--- src/rtl/ltd_pkg.sv ---
// ----------------------------------------------------------------------------
// ltd_pkg
// shared types, constants and register codes for the line track error block
// ----------------------------------------------------------------------------
package ltd_pkg;

    // sensor count default and weighted sensor count
    localparam int NUM_SENSORS  = 4;
    localparam int NUM_WEIGHTS  = 4;

    // field widths
    localparam int W_WIDTH      = 8;
    localparam int CFG_IDX_W    = 3;
    localparam int CFG_DATA_W   = 8;
    localparam int SUM_WIDTH    = 10;
    localparam int FRAC_BITS    = 8;
    localparam int ERR_WIDTH    = 16;
    localparam int CNT_WIDTH    = 8;

    // divider: magnitude of sum * 256 fits in 18 bits
    localparam int DIV_WIDTH    = SUM_WIDTH + FRAC_BITS;
    localparam int DIV_BPS      = 3;
    localparam int DIV_ITERS    = DIV_WIDTH / DIV_BPS;

    // register reset values
    localparam logic signed [W_WIDTH-1:0] RST_WEIGHT_ZERO  = 8'sd40;
    localparam logic signed [W_WIDTH-1:0] RST_WEIGHT_ONE   = 8'sd8;
    localparam logic signed [W_WIDTH-1:0] RST_WEIGHT_TWO   = -8'sd8;
    localparam logic signed [W_WIDTH-1:0] RST_WEIGHT_THREE = -8'sd40;
    localparam logic [CNT_WIDTH-1:0]      RST_LOST_LIMIT   = 8'd4;
    localparam logic [CNT_WIDTH-1:0]      RST_CONFIRM      = 8'd20;
    localparam logic                      RST_LAP_MODE     = 1'b0;
    localparam logic [CNT_WIDTH-1:0]      RST_LAP_TARGET   = 8'd4;

    // register indexes
    typedef enum logic [CFG_IDX_W-1:0] {
        CFG_WEIGHT_ZERO   = 3'd0,
        CFG_WEIGHT_ONE    = 3'd1,
        CFG_WEIGHT_TWO    = 3'd2,
        CFG_WEIGHT_THREE  = 3'd3,
        CFG_LOST_LIMIT    = 3'd4,
        CFG_CONFIRM_COUNT = 3'd5,
        CFG_LAP_MODE      = 3'd6,
        CFG_LAP_TARGET    = 3'd7
    } t_ltd_cfg;

    // controller states
    typedef enum logic [1:0] {
        ST_IDLE,
        ST_DIV,
        ST_COMMIT
    } t_ltd_state;

    // controller to datapath
    typedef struct packed {
        logic start;
        logic step;
        logic commit;
    } t_ltd_cmd;

    // datapath to controller
    typedef struct packed {
        logic out_free;
    } t_ltd_sts;

endpackage

--- src/rtl/ltd_in_if.sv ---
// ----------------------------------------------------------------------------
// ltd_in_if
// input channel: one beat of line sensor bits
// ----------------------------------------------------------------------------
interface ltd_in_if #(
    parameter int NUM_SENSORS = ltd_pkg::NUM_SENSORS
);
    logic                   valid;
    logic                   ready;
    logic [NUM_SENSORS-1:0] sensor_bits;

    modport source (output valid, output sensor_bits, input ready);
    modport sink   (input valid, input sensor_bits, output ready);
endinterface

--- src/rtl/ltd_out_if.sv ---
// ----------------------------------------------------------------------------
// ltd_out_if
// result channel: track error, line flags and lap status
// ----------------------------------------------------------------------------
interface ltd_out_if;
    logic                                  valid;
    logic                                  ready;
    logic signed [ltd_pkg::ERR_WIDTH-1:0]  error_q8;
    logic                                  has_line;
    logic                                  confirmed_line;
    logic                                  confirm_flip;
    logic [ltd_pkg::CNT_WIDTH-1:0]         lap_count;
    logic                                  lap_done;

    modport source (output valid, output error_q8, output has_line,
                    output confirmed_line, output confirm_flip,
                    output lap_count, output lap_done, input ready);
    modport sink   (input valid, input error_q8, input has_line,
                    input confirmed_line, input confirm_flip,
                    input lap_count, input lap_done, output ready);
endinterface

--- src/rtl/ltd_ctrl.sv ---
// ----------------------------------------------------------------------------
// ltd_ctrl
// sequencer: accept, divider steps, commit into the result register
// ----------------------------------------------------------------------------
module ltd_ctrl #(
    parameter int DIV_ITERS = ltd_pkg::DIV_ITERS
) (
    input  logic              i_clk,
    input  logic              i_rst_n,
    input  logic              i_in_valid,
    output logic              o_in_ready,
    input  ltd_pkg::t_ltd_sts i_sts,
    output ltd_pkg::t_ltd_cmd o_cmd
);

    localparam int SCW = (DIV_ITERS > 1) ? $clog2(DIV_ITERS) : 1;
    localparam logic [SCW-1:0] LAST_STEP = SCW'(DIV_ITERS - 1);

    ltd_pkg::t_ltd_state r_state, n_state;
    logic [SCW-1:0]      r_step, n_step;

    always_ff @(posedge i_clk) begin
        if (!i_rst_n) begin
            r_state <= ltd_pkg::ST_IDLE;
            r_step  <= '0;
        end else begin
            r_state <= n_state;
            r_step  <= n_step;
        end
    end

    always_comb begin
        n_state      = r_state;
        n_step       = r_step;
        o_in_ready   = 1'b0;
        o_cmd        = '0;
        case (r_state)
            ltd_pkg::ST_IDLE: begin
                o_in_ready = 1'b1;
                if (i_in_valid) begin
                    o_cmd.start = 1'b1;
                    n_step      = '0;
                    n_state     = ltd_pkg::ST_DIV;
                end
            end
            ltd_pkg::ST_DIV: begin
                o_cmd.step = 1'b1;
                n_step     = r_step + SCW'(1);
                if (r_step == LAST_STEP) begin
                    n_state = ltd_pkg::ST_COMMIT;
                end
            end
            ltd_pkg::ST_COMMIT: begin
                // hold here while the previous result is still waiting
                if (i_sts.out_free) begin
                    o_cmd.commit = 1'b1;
                    n_state      = ltd_pkg::ST_IDLE;
                end
            end
            default: begin
                n_state = ltd_pkg::ST_IDLE;
            end
        endcase
    end

endmodule

--- src/rtl/ltd_div.sv ---
// ----------------------------------------------------------------------------
// ltd_div
// unsigned restoring divider, BPS quotient bits per step
// ----------------------------------------------------------------------------
module ltd_div #(
    parameter int DW  = ltd_pkg::DIV_WIDTH,
    parameter int VW  = 4,
    parameter int BPS = ltd_pkg::DIV_BPS
) (
    input  logic          i_clk,
    input  logic          i_start,
    input  logic          i_step,
    input  logic [DW-1:0] i_dividend,
    input  logic [VW-1:0] i_divisor,
    output logic [DW-1:0] o_quotient
);

    logic [DW-1:0] r_num, n_num;
    logic [VW-1:0] r_rem, n_rem;
    logic [VW-1:0] r_den;
    logic [VW:0]   w_trial;

    always_comb begin
        n_num   = r_num;
        n_rem   = r_rem;
        w_trial = '0;
        for (int k = 0; k < BPS; k++) begin
            w_trial = {n_rem, n_num[DW-1]};
            if (w_trial >= {1'b0, r_den}) begin
                w_trial = w_trial - {1'b0, r_den};
                n_num   = {n_num[DW-2:0], 1'b1};
            end else begin
                n_num   = {n_num[DW-2:0], 1'b0};
            end
            n_rem = w_trial[VW-1:0];
        end
    end

    always_ff @(posedge i_clk) begin
        if (i_start) begin
            r_num <= i_dividend;
            r_rem <= '0;
            r_den <= i_divisor;
        end else if (i_step) begin
            r_num <= n_num;
            r_rem <= n_rem;
        end
    end

    assign o_quotient = r_num;

endmodule

--- src/rtl/ltd_dp.sv ---
// ----------------------------------------------------------------------------
// ltd_dp
// datapath: config registers, weighted sum, divider, tick state, result reg
// ----------------------------------------------------------------------------
module ltd_dp #(
    parameter int NUM_SENSORS = ltd_pkg::NUM_SENSORS
) (
    input  logic                                 i_clk,
    input  logic                                 i_rst_n,
    input  logic                                 i_cfg_we,
    input  logic [ltd_pkg::CFG_IDX_W-1:0]        i_cfg_idx,
    input  logic [ltd_pkg::CFG_DATA_W-1:0]       i_cfg_data,
    input  logic [NUM_SENSORS-1:0]               i_sensor_bits,
    input  ltd_pkg::t_ltd_cmd                    i_cmd,
    output ltd_pkg::t_ltd_sts                    o_sts,
    output logic                                 o_out_valid,
    input  logic                                 i_out_ready,
    output logic signed [ltd_pkg::ERR_WIDTH-1:0] o_error_q8,
    output logic                                 o_has_line,
    output logic                                 o_confirmed_line,
    output logic                                 o_confirm_flip,
    output logic [ltd_pkg::CNT_WIDTH-1:0]        o_lap_count,
    output logic                                 o_lap_done
);

    localparam int CW  = $clog2(NUM_SENSORS + 1);
    localparam int NW  = (NUM_SENSORS < ltd_pkg::NUM_WEIGHTS) ?
                         NUM_SENSORS : ltd_pkg::NUM_WEIGHTS;
    localparam int SW  = ltd_pkg::SUM_WIDTH;
    localparam int DW  = ltd_pkg::DIV_WIDTH;
    localparam int EW  = ltd_pkg::ERR_WIDTH;
    localparam int NCW = ltd_pkg::CNT_WIDTH;

    // config registers
    logic signed [ltd_pkg::W_WIDTH-1:0] r_weight [ltd_pkg::NUM_WEIGHTS];
    logic [NCW-1:0] r_lost_limit;
    logic [NCW-1:0] r_confirm_count;
    logic           r_lap_mode;
    logic [NCW-1:0] r_lap_target;

    // per item working registers
    logic           r_line;
    logic           r_neg;

    // tick state
    logic signed [EW-1:0] r_held_error, n_held_error;
    logic [NCW-1:0]       r_lost_ticks, n_lost_ticks;
    logic                 r_confirmed,  n_confirmed;
    logic [NCW-1:0]       r_steady,     n_steady;
    logic [NCW-1:0]       r_laps,       n_laps;

    // result register
    logic                 r_out_valid;
    logic signed [EW-1:0] r_error_q8,  n_error_q8;
    logic                 r_has_line;
    logic                 r_conf_line;
    logic                 r_flip,      n_flip;
    logic [NCW-1:0]       r_lap_count;
    logic                 r_lap_done,  n_lap_done;

    logic signed [SW-1:0] w_sum;
    logic [CW-1:0]        w_count;
    logic [SW-1:0]        w_mag;
    logic [DW-1:0]        w_quo;
    logic signed [EW-1:0] w_err;
    logic [NCW-1:0]       w_steady_inc;
    logic [NCW-1:0]       w_laps_after;

    // config writes
    always_ff @(posedge i_clk) begin
        if (!i_rst_n) begin
            r_weight[0]     <= ltd_pkg::RST_WEIGHT_ZERO;
            r_weight[1]     <= ltd_pkg::RST_WEIGHT_ONE;
            r_weight[2]     <= ltd_pkg::RST_WEIGHT_TWO;
            r_weight[3]     <= ltd_pkg::RST_WEIGHT_THREE;
            r_lost_limit    <= ltd_pkg::RST_LOST_LIMIT;
            r_confirm_count <= ltd_pkg::RST_CONFIRM;
            r_lap_mode      <= ltd_pkg::RST_LAP_MODE;
            r_lap_target    <= ltd_pkg::RST_LAP_TARGET;
        end else if (i_cfg_we) begin
            case (ltd_pkg::t_ltd_cfg'(i_cfg_idx))
                ltd_pkg::CFG_WEIGHT_ZERO:   r_weight[0]     <= i_cfg_data;
                ltd_pkg::CFG_WEIGHT_ONE:    r_weight[1]     <= i_cfg_data;
                ltd_pkg::CFG_WEIGHT_TWO:    r_weight[2]     <= i_cfg_data;
                ltd_pkg::CFG_WEIGHT_THREE:  r_weight[3]     <= i_cfg_data;
                ltd_pkg::CFG_LOST_LIMIT:    r_lost_limit    <= i_cfg_data;
                ltd_pkg::CFG_CONFIRM_COUNT: r_confirm_count <= i_cfg_data;
                ltd_pkg::CFG_LAP_MODE:      r_lap_mode      <= i_cfg_data[0];
                ltd_pkg::CFG_LAP_TARGET:    r_lap_target    <= i_cfg_data;
                default: begin
                end
            endcase
        end
    end

    // weighted sum and active count of the incoming beat
    always_comb begin
        w_sum   = '0;
        w_count = '0;
        for (int i = 0; i < NW; i++) begin
            if (i_sensor_bits[i]) begin
                w_sum = w_sum + SW'(r_weight[i]);
            end
        end
        for (int i = 0; i < NUM_SENSORS; i++) begin
            w_count = w_count + CW'(i_sensor_bits[i]);
        end
        w_mag = w_sum[SW-1] ? SW'(-w_sum) : SW'(w_sum);
    end

    always_ff @(posedge i_clk) begin
        if (i_cmd.start) begin
            r_line <= (w_count != '0);
            r_neg  <= w_sum[SW-1];
        end
    end

    ltd_div #(
        .DW  (DW),
        .VW  (CW),
        .BPS (ltd_pkg::DIV_BPS)
    ) u_div (
        .i_clk      (i_clk),
        .i_start    (i_cmd.start),
        .i_step     (i_cmd.step),
        .i_dividend ({w_mag, {ltd_pkg::FRAC_BITS{1'b0}}}),
        .i_divisor  (w_count),
        .o_quotient (w_quo)
    );

    // truncation toward zero: divide the magnitude, then restore the sign
    assign w_err        = r_neg ? EW'(-w_quo) : EW'(w_quo);
    assign w_steady_inc = r_steady + NCW'(1);

    // tick state update
    always_comb begin
        n_held_error = r_held_error;
        n_lost_ticks = r_lost_ticks;
        n_confirmed  = r_confirmed;
        n_steady     = r_steady;
        n_laps       = r_laps;
        n_flip       = 1'b0;
        n_lap_done   = 1'b0;
        n_error_q8   = '0;

        if (r_line) begin
            n_lost_ticks = '0;
            n_held_error = w_err;
            n_error_q8   = w_err;
        end else if (r_lost_ticks < r_lost_limit) begin
            n_lost_ticks = r_lost_ticks + NCW'(1);
            n_error_q8   = r_held_error;
        end

        if (r_line != r_confirmed) begin
            if (w_steady_inc >= r_confirm_count) begin
                n_confirmed = r_line;
                n_steady    = '0;
                n_flip      = 1'b1;
            end else begin
                n_steady = w_steady_inc;
            end
        end else begin
            n_steady = '0;
        end

        w_laps_after = (n_flip && r_lap_mode) ? r_laps + NCW'(1) : r_laps;
        n_laps       = w_laps_after;
        if (r_lap_mode && (w_laps_after >= r_lap_target)) begin
            n_lap_done = 1'b1;
            n_laps     = '0;
        end
    end

    always_ff @(posedge i_clk) begin
        if (!i_rst_n) begin
            r_held_error <= '0;
            r_lost_ticks <= '0;
            r_confirmed  <= 1'b0;
            r_steady     <= '0;
            r_laps       <= '0;
        end else if (i_cmd.commit) begin
            r_held_error <= n_held_error;
            r_lost_ticks <= n_lost_ticks;
            r_confirmed  <= n_confirmed;
            r_steady     <= n_steady;
            r_laps       <= n_laps;
        end
    end

    // result register
    always_ff @(posedge i_clk) begin
        if (!i_rst_n) begin
            r_out_valid <= 1'b0;
        end else if (i_cmd.commit) begin
            r_out_valid <= 1'b1;
        end else if (i_out_ready) begin
            r_out_valid <= 1'b0;
        end
    end

    always_ff @(posedge i_clk) begin
        if (i_cmd.commit) begin
            r_error_q8  <= n_error_q8;
            r_has_line  <= r_line;
            r_conf_line <= n_confirmed;
            r_flip      <= n_flip;
            r_lap_count <= n_laps;
            r_lap_done  <= n_lap_done;
        end
    end

    assign o_sts.out_free   = !r_out_valid || i_out_ready;
    assign o_out_valid      = r_out_valid;
    assign o_error_q8       = r_error_q8;
    assign o_has_line       = r_has_line;
    assign o_confirmed_line = r_conf_line;
    assign o_confirm_flip   = r_flip;
    assign o_lap_count      = r_lap_count;
    assign o_lap_done       = r_lap_done;

endmodule

--- src/rtl/line_track_error_debounce.sv ---
// ----------------------------------------------------------------------------
// line_track_error_debounce
// line follower track error with lost-line hold, debounce and lap counting
// ----------------------------------------------------------------------------
// Each input beat carries one tick of line sensor bits and yields exactly one
// result beat: the signed Q8.8 track error (mean of the configured weights of
// the active sensors, truncated toward zero, or the held / zeroed error while
// the line is lost), the raw and debounced line flags, a flip pulse, the lap
// count and a lap-done pulse. An item passes through the accept cycle, which
// forms the weighted sum and sensor count and loads the divider, then the
// restoring divider steps (18-bit dividend, three quotient bits a cycle), and
// then a commit that updates the tick state and loads the result register.
// The next beat is taken as soon as the commit is done, and not before, so
// only one item is in flight; the commit waits only while the previous result
// still sits unread in the output register. Configuration registers are to be
// written through the plain write port only while the block is idle; the
// block itself does not enforce this. There is no read-back.
// ----------------------------------------------------------------------------
module line_track_error_debounce #(
    parameter int NUM_SENSORS = ltd_pkg::NUM_SENSORS
) (
    input  logic                           i_clk,
    input  logic                           i_rst_n,

    // configuration write port
    input  logic                           i_cfg_we,
    input  logic [ltd_pkg::CFG_IDX_W-1:0]  i_cfg_idx,
    input  logic [ltd_pkg::CFG_DATA_W-1:0] i_cfg_data,

    // sensor beats in, result beats out
    ltd_in_if.sink                         i_in,
    ltd_out_if.source                      o_out
);

    ltd_pkg::t_ltd_cmd w_cmd;
    ltd_pkg::t_ltd_sts w_sts;
    logic              w_in_ready;

    // sequencer: accept, divide, commit
    ltd_ctrl #(
        .DIV_ITERS (ltd_pkg::DIV_ITERS)
    ) u_ctrl (
        .i_clk      (i_clk),
        .i_rst_n    (i_rst_n),
        .i_in_valid (i_in.valid),
        .o_in_ready (w_in_ready),
        .i_sts      (w_sts),
        .o_cmd      (w_cmd)
    );

    // arithmetic, tick state and the output register
    ltd_dp #(
        .NUM_SENSORS (NUM_SENSORS)
    ) u_dp (
        .i_clk            (i_clk),
        .i_rst_n          (i_rst_n),
        .i_cfg_we         (i_cfg_we),
        .i_cfg_idx        (i_cfg_idx),
        .i_cfg_data       (i_cfg_data),
        .i_sensor_bits    (i_in.sensor_bits),
        .i_cmd            (w_cmd),
        .o_sts            (w_sts),
        .o_out_valid      (o_out.valid),
        .i_out_ready      (o_out.ready),
        .o_error_q8       (o_out.error_q8),
        .o_has_line       (o_out.has_line),
        .o_confirmed_line (o_out.confirmed_line),
        .o_confirm_flip   (o_out.confirm_flip),
        .o_lap_count      (o_out.lap_count),
        .o_lap_done       (o_out.lap_done)
    );

    // ready only in idle, one item in flight at a time
    assign i_in.ready = w_in_ready;

endmodule
--- src/flat_wrapper.sv ---
// flat-port wrapper written by rule: the top's interface ports become plain ports
module line_track_error_debounce_flat 
#(
    parameter int NUM_SENSORS = ltd_pkg::NUM_SENSORS
)
  (i_clk, i_rst_n, i_cfg_we, i_cfg_idx, i_cfg_data, i_in_valid, i_in_sensor_bits, i_in_ready, o_out_valid, o_out_error_q8, o_out_has_line, o_out_confirmed_line, o_out_confirm_flip, o_out_lap_count, o_out_lap_done, o_out_ready);
  ltd_in_if #(.NUM_SENSORS(NUM_SENSORS)) i_in_i ();
  ltd_out_if o_out_i ();
  input  logic i_clk;
  input  logic i_rst_n;
  input  logic i_cfg_we;
  input  logic [ltd_pkg::CFG_IDX_W-1:0] i_cfg_idx;
  input  logic [ltd_pkg::CFG_DATA_W-1:0] i_cfg_data;
  input wire logic [$bits(i_in_i.valid)-1:0] i_in_valid;
  input wire logic [$bits(i_in_i.sensor_bits)-1:0] i_in_sensor_bits;
  output wire logic [$bits(i_in_i.ready)-1:0] i_in_ready;
  output wire logic [$bits(o_out_i.valid)-1:0] o_out_valid;
  output wire logic [$bits(o_out_i.error_q8)-1:0] o_out_error_q8;
  output wire logic [$bits(o_out_i.has_line)-1:0] o_out_has_line;
  output wire logic [$bits(o_out_i.confirmed_line)-1:0] o_out_confirmed_line;
  output wire logic [$bits(o_out_i.confirm_flip)-1:0] o_out_confirm_flip;
  output wire logic [$bits(o_out_i.lap_count)-1:0] o_out_lap_count;
  output wire logic [$bits(o_out_i.lap_done)-1:0] o_out_lap_done;
  input wire logic [$bits(o_out_i.ready)-1:0] o_out_ready;
  assign i_in_i.valid = i_in_valid;
  assign i_in_i.sensor_bits = i_in_sensor_bits;
  assign i_in_ready = i_in_i.ready;
  assign o_out_valid = o_out_i.valid;
  assign o_out_error_q8 = o_out_i.error_q8;
  assign o_out_has_line = o_out_i.has_line;
  assign o_out_confirmed_line = o_out_i.confirmed_line;
  assign o_out_confirm_flip = o_out_i.confirm_flip;
  assign o_out_lap_count = o_out_i.lap_count;
  assign o_out_lap_done = o_out_i.lap_done;
  assign o_out_i.ready = o_out_ready;
  line_track_error_debounce #(.NUM_SENSORS(NUM_SENSORS)) u_core (.i_clk(i_clk), .i_rst_n(i_rst_n), .i_cfg_we(i_cfg_we), .i_cfg_idx(i_cfg_idx), .i_cfg_data(i_cfg_data), .i_in(i_in_i), .o_out(o_out_i));
endmodule
--- config.mk ---
export PLATFORM = sky130hd
export DESIGN_NAME = line_track_error_debounce_flat
export DESIGN_NICKNAME = d
export VERILOG_FILES = /design/src/rtl/ltd_pkg.sv /design/src/rtl/ltd_in_if.sv /design/src/rtl/ltd_out_if.sv /design/src/rtl/ltd_ctrl.sv /design/src/rtl/ltd_div.sv /design/src/rtl/ltd_dp.sv /design/src/rtl/line_track_error_debounce.sv /design/src/flat_wrapper.sv
export SDC_FILE = /design/constraint.sdc
export NUM_CORES = 1
export LEC_CHECK = 0
export ABC_CLOCK_PERIOD_IN_PS = 7800
export BUFFER_PORTS_ARGS = -buffer_cell sky130_fd_sc_hd__buf_2
export CAP_MARGIN = 10
export CORE_AREA = 2 2 135 137
export CTS_CLUSTER_DIAMETER = 60
export DETAILED_ROUTE_END_ITERATION = 8
export DIE_AREA = 0 0 137 139
export GPL_TIMING_DRIVEN = 0
export PLACE_DENSITY_LB_ADDON = 0.05
export SYNTH_ARGS = -nofsm -noshare
export SYNTH_HDL_FRONTEND = slang
export SYNTH_SLANG_ARGS = --single-unit
--- constraint.sdc ---
create_clock -name i_clk -period 7.8 [get_ports i_clk]
set_input_delay 2.34 -clock i_clk [delete_from_list [all_inputs] [get_ports i_clk]]
set_output_delay 2.34 -clock i_clk [all_outputs]
set_load 0.03 [all_outputs]
==> flow_summary.toml <==
[setup_path]
cp_num_cells = 22
end_kind = "flip-flop"
required_ns = 7.98
start_kind = "input pin"
critPathTopFamily = "compound AO/OA/AOI/OAI gates"
critical_path.startpoint = "i_in_sensor_bits[0]"
worstSetupPathType = "in2reg"
critPathArrivalTime_ns = 7.56
path_cells = "buf_2 > clkbuf_1 > and2_1 > ha_1 > o311a_1 > a22o_1 > o311a_1 > or3_4 > ha_1 > o21ai_0 > nand2b_1 > o41ai_1 > xnor2_1 > mux2_2 > ha_1 > a21o_1 > a41oi_1 > mux2i_1 > o21a_2 > nor2_4 > and3_1 > a211o_1"
worst-path-buf-inv = 2
timing.rr.start = "u_core.u_dp.r_weight[0][0]"
cpPeakStageDelay_ns = 0.42
ff2ff_path_depth = 26
crit_top_cell = "ha_1"
critPathSlowestCell = "or3_4"
crit_path_max_fanout = 10

[global_route]
grt_usage = 0.2407
met1_usage = 0.3366
grt_max_degree = 38
grtUsageMet3 = 0.03765
grt_pass1_vias = 7166
grt.overflow.total = 0
grt_pass1_wl_um = 36250
busiest_layer = "met2"
antenna_found_initial = 0
grt.met2_usage = 0.3891

[drt]
drt-total-wl_um = 22430
vias_per_cell = 5.738
wl_per_cell_um = 16.26
vias = 7918
drc = 0
first_pass_iters = 5
drt_iter0_drc = 586
drtAntennaViolNets = 0

[clock_network]
cts_buffer_depth = 2
insertion_delay_ns = 0.43
cts_tree = "yes"
cts_root_buf = "clkbuf_16"
clk_pin_slew_ns = 0.07
cts_buffers = 17
hold_buffers = 0
cts.sinks = 158
htreeDepth = 4

[synth]
yosys_warnings = 0
synth-xor-area-share = 0.04571
synth_edf_count = 75
syn_nets = 1162
async_flop_share = 0
synth_cell_types = 76
syn_avg_cell_area_um2 = 8.962
yosys-mux-area-fraction = 0.02246
synthAdderAreaFrac = 0.1008
seq_area_frac_synth = 0.4085
synth-simple-area-share = 0.2186
synth_flop_cell = "dfxtp_1"
synth-compound-area-share = 0.1606
synth_top_family_by_area = "simple AND/OR/NAND/NOR gates"
syn_area_mm2 = 0.009580
syn_inst = 1069
ys_ff_latch = 158

[floorplanning]
floorplan.initialDensity = 0.5426
fp-row-count = 49
die-area_mm2 = 0.01904
die_w_um = 137
die_h_um = 139
coreArea_mm2 = 0.01766
io_pins = 50

[flow_run]
cap_violations = 0

[timing]
fin_crit_ns = 7.384
fin_worst_skew_ns = 0.008652
slew_violations = 0
maxSlewHeadroom = 0.2868
hold_violations = 0
tightest_slew_ns = 1.062
rsz0062_at_grt = "no"
finalSetupViolCount = 0
fin_crit_sh = 0.9466
clock.fmax_ghz = 0.1354

[outcome]
status = "complete, no violations"

[min_path]
min-delay-start = "u_core.u_dp.r_held_error[3]"
hp-class = "reg2reg"
hold_path_depth = 2

[power]
ir_worst_vdd_uv = 193.5
p_leak_nw = 4.406
total_power_mw = 2.635
power_density_mw_per_mm2 = 244.7

[placement]
gp_congestion = 0.8766
place_hpwl_um = 16510
portBuffers = 46

[layout]
num_antenna_cells = 0
nFillCells = 1605
area_growth_pct = 12.37
nets = 1231
drive_gt1_frac = 0.09731
post-route-util = 0.6097
==> synthesized netlist by cell type (9+ instances only) <==
cell type / n / area (um2)
edfxtp_1: 75 / 2252
a21oi_1: 54 / 270.3
nand4_1: 15 / 93.84
xnor2_1: 20 / 175.2
clkbuf_1: 32 / 120.1
and3_1: 15 / 93.84
a21o_1: 21 / 157.7
nor3_1: 28 / 140.1
nor2b_1: 9 / 56.30
nor2_1: 58 / 217.7
ha_1: 66 / 825.8
nand2_1: 157 / 589.3
mux2i_1: 10 / 100.1
or3_1: 15 / 93.84
o21ai_0: 74 / 370.4
and2_1: 32 / 200.2
a22oi_1: 9 / 67.56
dfxtp_1: 83 / 1662
xor2_1: 30 / 262.8
inv_1: 65 / 244.0
nand3_1: 39 / 195.2
nand2b_1: 28 / 175.2
==> logic make-up (layout without fill, tap and decap cells) <==
family,count (synthesis),after routing
compound gates,238,238
xor+xnor,50,50
fa+ha+maj,73,73
buf+inv,107,189
flops,158,158
mux,19,19
simple gates,424,424
==> power by group <==
part | internal (mW) | switching (mW)
Combinational | 0.314 | 0.462
Sequential | 0.940 | 0.0516
Clock | 0.503 | 0.364
==> cells in the final DEF (no fill, tap or decap), drive strengths merged, types with 12 or more instances in the layout <==
| cell type | count |
|---|---|
| nand3 | 39 |
| clkbuf | 51 |
| buf | 55 |
| o21ai | 75 |
| nand2 | 157 |
| inv | 73 |
| nand4 | 15 |
| ha | 66 |
| dfxtp | 83 |
| nand2b | 28 |
| or3 | 16 |
| a21o | 21 |
| mux2i | 12 |
| xor2 | 30 |
| xnor2 | 20 |
| a21oi | 54 |
| edfxtp | 75 |
| nor2 | 59 |
| and3 | 15 |
| nor3 | 29 |
| and2 | 32 |
==> stage by stage <==
stage	TNS, ns	hold slack (ns)	instance area [um2]	worst slack, ns	cells
floorplan	0	0.4160	9580	0.6853	1069
global placement	-0.1634	0.4238	10100	-0.1219	1344
detailed placement	-0.1362	0.4325	10100	-0.1023	1344
CTS	0	0.4427	10720	0.3342	1376
global route	0	0.4596	10770	0.02471	1380
finish	0	0.4422	10770	0.4164	1380
==> cell type report <==
class / instances / area [um2] / area share
Multi-Input combinational cell: 804 / 5259 / 0.4885
Timing Repair Buffer: 50 / 272.8 / 0.02534
Clock inverter: 14 / 168.9 / 0.01569
Sequential cell: 158 / 3914 / 0.3636
Inverter: 69 / 259.0 / 0.02406
Tap cell: 229 / 286.5 / 0.02662
Buffer: 38 / 155.1 / 0.01441
Clock buffer: 18 / 450.4 / 0.04184
==> tightest hold or removal path: stages (launching register included) <==
cell and delay [ns]:
dfxtp_1 0.31, nand2_1 0.05, nand2_1 0.04
==> path summary, 6_finish.rpt <==
path | end | slack, ns
worst max-delay path | u_core.u_dp.u_div.o_quotient[15] | 0.42
worst min-delay path | u_core.u_dp.r_held_error[3] | 0.44
worst max register to register | u_core.u_dp.u_div.o_quotient[15] | 2.17
worst min register to register | u_core.u_dp.r_held_error[3] | 0.44
==> flip-flops by register name (all words and copies together) (netlist names), 16 cells and up <==
name	count
u_core.u_dp.o_error_q8	16
u_core.u_dp.r_held_error	16
u_core.u_dp.u_div.o_quotient	18
u_core.u_dp.r_weight	32
==> what timing repair did <==
item	CTS	global route
buffers inserted	0	0
setup endpoints to repair	0	2
resized for setup	0	2
==> metal layers <==
layer | share of wire | up-vias | wire (um)
met5 | 0 | - | 0
met4 | 0.013 | 0 | 288
met3 | 0.046 | 21 | 1034
met2 | 0.47 | 201 | 10610
met1 | 0.47 | 3736 | 10500
li1 | - | 3960 | -
No activity file was read; power rests on OpenSTA's default activity.
